File: src/rtl/pcrs_ram.sv
// ----------------------------------------------------------------------------
// Generic simple dual-port RAM
// One write port and one read port with registered read data.
// ----------------------------------------------------------------------------
module pcrs_ram #(
    parameter int WIDTH = 8,
    parameter int DEPTH = 16,
    parameter int ADDR_W = (DEPTH > 1) ? $clog2(DEPTH) : 1
) (
    input  logic              aclk,
    input  logic              wr_en,
    input  logic [ADDR_W-1:0] wr_addr,
    input  logic [WIDTH-1:0]  wr_data,
    input  logic [ADDR_W-1:0] rd_addr,
    output logic [WIDTH-1:0]  rd_data
);

    logic [WIDTH-1:0] mem [DEPTH];

    always_ff @(posedge aclk) begin
        if (wr_en) begin
            mem[wr_addr] <= wr_data;
        end
        rd_data <= mem[rd_addr];
    end

endmodule

File: config.mk
export PLATFORM = sky130hd
export DESIGN_NAME = pcrs_ram
export DESIGN_NICKNAME = d
export VERILOG_FILES = /design/src/rtl/pcrs_ram.sv
export SDC_FILE = /design/constraint.sdc
export NUM_CORES = 1
export LEC_CHECK = 0
export BUFFER_PORTS_ARGS = -buffer_cell sky130_fd_sc_hd__buf_2
export CAP_MARGIN = 20
export CORE_MARGIN = 3
export CORE_UTILIZATION = 24
export CTS_CLUSTER_SIZE = 16
export DETAILED_ROUTE_END_ITERATION = 10
export GPL_TIMING_DRIVEN = 0
export PLACE_DENSITY_LB_ADDON = 0.08
export SKIP_LAST_GASP = 1
export SYNTH_ARGS = -nofsm -noshare
export SYNTH_HDL_FRONTEND = slang
export SYNTH_SLANG_ARGS = --single-unit
File: constraint.sdc
create_clock -name aclk -period 1.6 [get_ports aclk]
set_input_delay 0.16 -clock aclk [delete_from_list [all_inputs] [get_ports aclk]]
set_output_delay 0.16 -clock aclk [all_outputs]
set_load 0.02 [all_outputs]
==> flow_metrics.env, run 1 <==
export IMPL_fin_area_sq_um=6160
export IMPL_grt_overflow=0
export IMPL_rows=52
export IMPL_fin_cells=555
export IMPL_wire_per_inst_um=21.9
export IMPL_relSlewSlack_pct=38.1
export IMPL_rsz0062_at_grt="no"
export IMPL_synth_avg_cell_area_sq_um=22.5
export IMPL_period_minus_slack_ns=1.55
export IMPL_skew_ns=0.0120
export IMPL_first_pass_iters=4
export IMPL_synth_edf_count=128
export IMPL_die_w_um=152
export IMPL_clock_path_buffers=2
export IMPL_drt_iter0_drc=183
export IMPL_critPathBufInv=0
export IMPL_end_kind="register"
export IMPL_drv_cap=0
export IMPL_io_pins=26
export IMPL_dieArea_sq_um=23200
export IMPL_synth_area_sq_um=5150
export IMPL_cpMaxStageDelayCell="mux4_1"
export IMPL_grt_total_usage_pct=11.0
export IMPL_syn_num_nets=247
export IMPL_worstMarginPinSlew_ns=0.926
export IMPL_ir_drop_mv=0.665
export IMPL_crit_reg2reg_launch="mem[1][2]"
export IMPL_htreeDepth=4
export IMPL_initial_core_util_pct=25.0
export IMPL_port_buffers=24
export IMPL_cts_resized=0
export IMPL_critPathKind="register to register"
export IMPL_holdPathStages=1
export IMPL_grt_pass1_vias=2542
export IMPL_post_place_cells=523
export IMPL_r2r_slack_ns=0.05
export IMPL_clk_pin_slew_ns=0.06
export IMPL_powerDensity_nw_per_um2=1290
export IMPL_cp_data_arrival_time_ns=1.83
export IMPL_p_leak_nw=2.01
export IMPL_cts_root_buf="clkbuf_16"
export IMPL_vias_per_cell=4.28
export IMPL_power_mw=7.94
export IMPL_core_area_sq_um=20600
export IMPL_finalSetupViolations=0
export IMPL_place_area_sq_um=5630
export IMPL_yosysMostFrequentCell="edfxtp_1"
export IMPL_antenna_found_initial=0
export IMPL_worst_skew_pair_late_latency_ns=0.41
export IMPL_cp_slowest_stage_delay_ns=0.55
export IMPL_reg2reg_depth=3
export IMPL_synth_area_leader_cell="edfxtp_1"
export IMPL_drv_slew=0
export IMPL_regToRegEndpoint="rd_data[2]"
export IMPL_place_hpwl_um=7900
export IMPL_min_from="wr_data[6]"
export IMPL_numCtsBuffers=17
export IMPL_fin_setup_tns_ns=0
export IMPL_drc=0
export IMPL_grt_max_degree=17
export IMPL_synth_flop_cell="edfxtp_1"
export IMPL_path_cells="mux4_1 > a22oi_1 > nand2_1"
export IMPL_clock_fmax_mhz=647
export IMPL_synth_seq_cells=136
export IMPL_wirelength_um=12200
export IMPL_area_growth_pct=19.7
export IMPL_ys_top_cells_by_area="edfxtp_1, mux4_2, mux4_1"
export IMPL_outcome="finished clean"
export IMPL_final_hold_viol_count=0
export IMPL_drive_gt1_share_pct=29.8
export IMPL_ctsHoldBuffers=0
export IMPL_crit_family="multiplexers"
export IMPL_grt_first_pass_wirelength_um=17800
export IMPL_cts_tree="done"
export IMPL_worstSetupStartpointType="register"
export IMPL_post_cts_setup_buffers=0
export IMPL_synth_top_area_share_pct=74.7
export IMPL_async_reset_ff_share_pct=0
export IMPL_cp_required_ns=1.89
export IMPL_critPathMaxFanout=1
export IMPL_synthCells=229
export IMPL_vias=2376
export IMPL_synth_common_cells="edfxtp_1, mux4_2, a22oi_1"
export IMPL_min_path_type="input pin to register"
export IMPL_die_height_um=152
export IMPL_worstHoldEndpoint="mem[5][6]"
export IMPL_ant_nets=0
export IMPL_yosysUniqueCellTypes=19
export IMPL_cts_sinks=136
export IMPL_diodes=0
export IMPL_finalCritPeriodShare_pct=96.7
export IMPL_place_congestion=0.692
export IMPL_yosysWarnings=0
export IMPL_path_depth=3
export IMPL_nets=290
export IMPL_synth_seq_area_share_pct=77.8
==> state kept, by name, summed over array words and instances, names as in the netlist <==
| name | count |
|---|---|
| rd_data | 8 |
| mem | 128 |
==> stage by stage <==
| stage | utilization (%) | hold WS, ns | setup slack [ns] |
|---|---|---|---|
| 6_report | 29.9 | 0.160 | 0.0535 |
| 5_1_grt | 29.9 | 0.161 | 0.00861 |
| 4_1_cts | 29.9 | 0.160 | 0.0566 |
| 3_5_place_dp | 27.3 | 0.579 | -0.373 |
| 3_3_place_gp | 27.2 | 0.578 | -0.574 |
| 2_1_floorplan | - | 0.259 | 0.174 |
==> final cells by class <==
type | count | area, sq um
Multi-Input combinational cell | 83 | 1080
Buffer | 10 | 86.3
Sequential cell | 136 | 4000
Clock buffer | 22 | 454
Timing Repair Buffer | 24 | 120
Tap cell | 270 | 338
Clock inverter | 10 | 80.1
Fill cell | 2037 | 14500
==> how the worst max path moves through the flow <==
stage	from	to	slack (ns)
floorplan	wr_addr[2]	mem[3][0]	0.17
global placement	wr_addr[2]	mem[8][3]	-0.57
detailed placement	wr_addr[2]	mem[2][2]	-0.37
CTS	mem[1][2]	rd_data[2]	0.06
global route	mem[1][2]	rd_data[2]	0.009
finish	mem[1][2]	rd_data[2]	0.05
==> placed cells by master (no fill, tap or decap), types with 4 or more instances in the layout <==
cell         n
edfxtp_1   128
buf_2       27
mux4_2      18
clkbuf_16   17
a22oi_1     16
mux4_1      14
nor2_1      13
nand2_1      9
dfxtp_1      8
clkinv_2     7
nor3_2       4
clkbuf_1     4
==> kinds of logic after synthesis <==
| kind of cell | count (synthesis) | share of synthesized area [%] |
|---|---|---|
| AOI/OAI and AO/OA | 16 | 2.33 |
| DFF | 136 | 77.8 |
| buffers and inverters | 10 | 1.68 |
| and+or+nand+nor | 35 | 3.18 |
| muxes | 32 | 15.0 |
==> report_power, final <==
| part | switching (mW) | internal, mW |
|---|---|---|
| Clock | 1.36 | 2.15 |
| Sequential | 0.0178 | 3.99 |
| Combinational | 0.273 | 0.159 |
| Total | 1.65 | 6.30 |
==> worst reg2reg max path, cell delays in order, from the launching register on <==
cell	delay, ns
edfxtp_1	0.36
mux4_1	0.55
a22oi_1	0.41
nand2_1	0.11
==> per-layer routing <==
metal / global-route usage, % / vias to the layer above / wire [um] / part of all wire (%)
li1: - / 1058 / - / -
met1: 15.6 / 1250 / 5810 / 48
met4: 3.18 / 0 / 109 / 0.90
met2: 16.3 / 60 / 5600 / 46
met3: 3.29 / 8 / 644 / 5.3
met5: 0 / - / 0 / 0
Note: power is estimated with default switching activity, not from simulation.
==> run 2: changes to the inputs <==
Settings changed: RECOVER_POWER set to 100.
==> run 2 against run 1 <==
Final area shrank 0.35%. Critical path depth is the same. Routed wire length hardly changed. Non-clock buffer count stayed put. Combinational power down 2%. Sequential power is essentially flat. Flip-flop and latch count is the same. Global-route usage unchanged. First-iteration DRC count grew 5.5%. Critical endpoint unchanged. Highest routed layer unchanged. Die area is the same.
==> flow_metrics.env, run 2 (synthesis gave the netlist of run 1 again) <==
export IMPL_first_pass_iters=4
export IMPL_post_place_cells=523
export IMPL_place_congestion=0.692
export IMPL_vias_per_cell=4.28
export IMPL_min_path_type="input pin to register"
export IMPL_die_w_um=152
export IMPL_final_cell_mix="edfxtp_1, clkbuf_1, mux4_2"
export IMPL_wire_per_inst_um=21.9
export IMPL_initial_core_util_pct=25.0
export IMPL_final_hold_viol_count=0
export IMPL_whs_ns=0.303
export IMPL_io_pins=26
export IMPL_end_kind="register"
export IMPL_skew_ns=0.0127
export IMPL_post_place_ws_ns=-0.373
export IMPL_fin_ws_ns=0.0582
export IMPL_clock_path_buffers=2
export IMPL_cts_root_buf="clkbuf_16"
export IMPL_worst_skew_pair_late_latency_ns=0.41
export IMPL_diodes=0
export IMPL_outcome="finished clean"
export IMPL_drv_slew=0
export IMPL_drive_gt1_share_pct=23.9
export IMPL_ir_drop_mv=0.664
export IMPL_worstMarginPinSlew_ns=0.925
export IMPL_drt_iter0_drc=193
export IMPL_area_growth_pct=19.3
export IMPL_grt_first_pass_wirelength_um=17800
export IMPL_cp_required_ns=1.89
export IMPL_grt_overflow=0
export IMPL_critPathMaxFanout=1
export IMPL_cts_sinks=136
export IMPL_post_cts_setup_buffers=0
export IMPL_core_area_sq_um=20600
export IMPL_ant_nets=0
export IMPL_cts_tree="done"
export IMPL_dieArea_sq_um=23200
export IMPL_cts_resized=0
export IMPL_vias=2377
export IMPL_critPathKind="register to register"
export IMPL_powerDensity_nw_per_um2=1290
export IMPL_die_height_um=152
export IMPL_layout_commonest_cell="edfxtp_1"
export IMPL_period_minus_slack_ns=1.54
export IMPL_relSlewSlack_pct=38.1
export IMPL_power_mw=7.94
export IMPL_numCtsBuffers=17
export IMPL_antenna_found_initial=0
export IMPL_cp_data_arrival_time_ns=1.83
export IMPL_grt_pass1_vias=2542
export IMPL_ctsHoldBuffers=0
export IMPL_largest_register="mem"
export IMPL_nets=290
export IMPL_htreeDepth=4
export IMPL_grt_max_degree=17
export IMPL_worstSetupStartpointType="register"
export IMPL_wirelength_um=12200
export IMPL_grt_total_usage_pct=11.0
export IMPL_drv_cap=0
export IMPL_rows=52
export IMPL_clock_fmax_mhz=649
export IMPL_finalCritPeriodShare_pct=96.4
export IMPL_p_leak_nw=1.96
export IMPL_clk_pin_slew_ns=0.06
export IMPL_r2r_slack_ns=0.06
export IMPL_rsz0062_at_grt="no"
export IMPL_largest_reg_flops=128
export IMPL_finalSetupViolations=0
export IMPL_place_hpwl_um=7900
export IMPL_top_regs="mem x128, rd_data x8"
export IMPL_fin_cells=555
export IMPL_drc=0
export IMPL_port_buffers=24
## run 2: worst paths after layout
kind / from / endpoint / depth (start not counted)
worst max-delay path: mem[1][2] / rd_data[2] / 3
worst min-delay path: wr_addr[0] / mem[0][0] / 2
worst max register to register: mem[1][2] / rd_data[2] / 3
worst min register to register: mem[14][3] / rd_data[3] / 3
## run 2: final cells by class
class / count / area (sq um)
fillers: 2030 / 14500
flip-flops and latches: 136 / 4000
multi-input cells: 83 / 1080
clock buffers: 22 / 454
well taps: 270 / 338
repair buffers: 24 / 98.8
plain buffers: 10 / 86.3
clock inverters: 10 / 80.1
## run 2: per-stage QoR
stage,TNS (ns),util (%),instance area [sq um]
2_1_floorplan,0,-,5150
3_3_place_gp,-30.65,27.2,5610
3_5_place_dp,-18.10,27.3,5630
4_1_cts,0,29.9,6160
5_1_grt,0,29.8,6140
6_report,0,29.8,6140
## run 2: critical path: stages, from the launching register on
cell	delay, ns
edfxtp_1	0.36
mux4_1	0.55
a22oi_1	0.41
nand2_1	0.10
## run 2: metal layers
| metal | part of all wire (%) | up-vias | track usage, % |
|---|---|---|---|
| met5 | 0 | - | 0 |
| met2 | 46 | 57 | 16.3 |
| li1 | - | 1059 | - |
| met4 | 0.86 | 0 | 3.18 |
| met3 | 5.1 | 7 | 3.29 |
| met1 | 48 | 1254 | 15.6 |
## run 2: where the power goes
group	switching, mW	internal, mW
registers	0.0186	3.99
logic	0.272	0.149
clock network	1.36	2.15
total	1.65	6.29
==> run 3: changes to the inputs <==
Settings changed: CAP_MARGIN 20 to not set.
Clock period 1.6 ns to 1.7 ns, I/O delays scaled along.
==> run 3 against run 2 <==
Hold slack worse by 0.092 ns. Flip-flop and latch count stayed put. Sequential share of layout area is 0.92 points lower. Routed wire length is 0.85% lower. Die area stayed put. Critical path depth stayed put. Clock-buffer cell count is 3 higher. Sequential power is 6.0% lower. Global-route usage is 0.28 points lower.
==> flow_metrics.env, run 3 (synthesis gave the netlist of run 1 again) <==
export IMPL_outcome="finished clean"
export IMPL_drv_cap=0
export IMPL_post_cts_setup_buffers=0
export IMPL_core_area_sq_um=20600
export IMPL_finalSetupViolations=0
export IMPL_ant_nets=0
export IMPL_ir_drop_mv=0.635
export IMPL_worstSetupStartpointType="input pin"
export IMPL_final_cell_mix="edfxtp_1, clkbuf_1, mux4_2"
export IMPL_worstHoldEndpoint="mem[0][7]"
export IMPL_critPathBufInv=1
export IMPL_worstMarginPinSlew_ns=1.08
export IMPL_initial_core_util_pct=25.0
export IMPL_cts_resized=0
export IMPL_crit_family="simple AND/OR/NAND/NOR gates"
export IMPL_finalCritPeriodShare_pct=93.9
export IMPL_place_congestion=0.678
export IMPL_critPathMaxFanout=8
export IMPL_place_area_sq_um=5650
export IMPL_numCtsBuffers=17
export IMPL_wirelength_um=12100
export IMPL_vias=2410
export IMPL_drc=0
export IMPL_grt_total_usage_pct=10.7
export IMPL_p_leak_nw=2.00
export IMPL_critPathLaunch="wr_addr[2]"
export IMPL_grt_max_degree=17
export IMPL_holdPathStages=2
export IMPL_clock_fmax_mhz=627
export IMPL_die_w_um=152
export IMPL_worst_skew_pair_late_latency_ns=0.42
export IMPL_port_buffers=24
export IMPL_cp_slowest_stage_delay_ns=0.84
export IMPL_top_regs="mem x128, rd_data x8"
export IMPL_period_minus_slack_ns=1.60
export IMPL_reg2reg_depth=3
export IMPL_antenna_found_initial=2
export IMPL_largest_reg_flops=128
export IMPL_grt_overflow=0
export IMPL_path_cells="clkbuf_1 > or3b_2 > nor2_1"
export IMPL_die_height_um=152
export IMPL_cts_root_buf="clkbuf_16"
export IMPL_drv_slew=0
export IMPL_crit_reg2reg_launch="mem[1][0]"
export IMPL_layout_commonest_cell="edfxtp_1"
export IMPL_rsz0062_at_grt="no"
export IMPL_end_kind="register"
export IMPL_rows=52
export IMPL_dieArea_sq_um=23200
export IMPL_area_growth_pct=21.0
export IMPL_wire_per_inst_um=21.6
export IMPL_drt_iter0_drc=112
export IMPL_fin_setup_tns_ns=0
export IMPL_drive_gt1_share_pct=23.3
export IMPL_relSlewSlack_pct=27.5
export IMPL_htreeDepth=4
export IMPL_regToRegEndpoint="rd_data[0]"
export IMPL_cts_tree="done"
export IMPL_grt_first_pass_wirelength_um=17600
export IMPL_cp_data_arrival_time_ns=1.63
export IMPL_cp_required_ns=1.73
export IMPL_nets=292
export IMPL_cts_sinks=136
export IMPL_cpMaxStageDelayCell="nor2_1"
export IMPL_clk_pin_slew_ns=0.06
export IMPL_min_path_type="input pin to register"
export IMPL_min_from="wr_addr[0]"
export IMPL_first_pass_iters=4
export IMPL_power_mw=8.00
export IMPL_powerDensity_nw_per_um2=1280
export IMPL_skew_ns=0.00927
export IMPL_final_hold_viol_count=0
export IMPL_vias_per_cell=4.32
export IMPL_r2r_slack_ns=0.29
export IMPL_clock_path_buffers=2
export IMPL_fin_area_sq_um=6230
export IMPL_grt_pass1_vias=2595
export IMPL_place_hpwl_um=7760
export IMPL_critPathKind="input pin to register"
export IMPL_ctsHoldBuffers=0
export IMPL_largest_register="mem"
export IMPL_io_pins=26
==> run 3: metal layers <==
layer | up-vias | track usage (%) | share of wire [%]
li1 | 1066 | - | -
met1 | 1276 | 14.4 | 46
met2 | 52 | 16.4 | 47
met3 | 14 | 3.35 | 5.4
met4 | 2 | 3.82 | 1.4
met5 | - | 0 | 0.075
==> run 3: area by class of cell <==
class	instances	area (sq um)
Tap cell	270	338
Antenna cell	1	2.50
Clock inverter	7	116
Clock buffer	25	505
Fill cell	1997	14400
Buffer	10	86.3
Sequential cell	136	4000
Multi-Input combinational cell	83	1070
Timing Repair Buffer	26	106
==> run 3: worst max-delay path by stage <==
stage	slack (ns)	depth (start not counted)	end
after floorplan	0.04	2	mem[0][0]
after global placement	-0.87	3	mem[0][2]
after detailed placement	-0.40	3	mem[2][2]
after CTS	0.07	3	mem[2][4]
after global routing	0.02	3	mem[2][4]
final	0.10	3	mem[3][3]
==> run 3: report_power, final <==
part           switching [mW]  internal, mW  total [mW]
clock                    1.34          2.50        3.84
sequential             0.0183          3.75        3.77
combinational           0.244         0.139       0.383
total                    1.60          6.39        8.00
==> run 3: worst reg2reg max path: stages (launching register included) <==
cell      delay [ns]
edfxtp_1        0.36
mux4_1          0.54
a22oi_1         0.27
nand2_1         0.12
==> run 3: stage by stage <==
step | hold slack [ns] | setup WS, ns | util (%) | instances
floorplan | 0.269 | 0.0371 | - | 229
global placement | 0.575 | -0.867 | 27.2 | 523
detailed placement | 0.583 | -0.399 | 27.4 | 525
CTS | 0.135 | 0.0701 | 30.4 | 557
global route | 0.212 | 0.0221 | 30.2 | 557
finish | 0.211 | 0.104 | 30.2 | 558
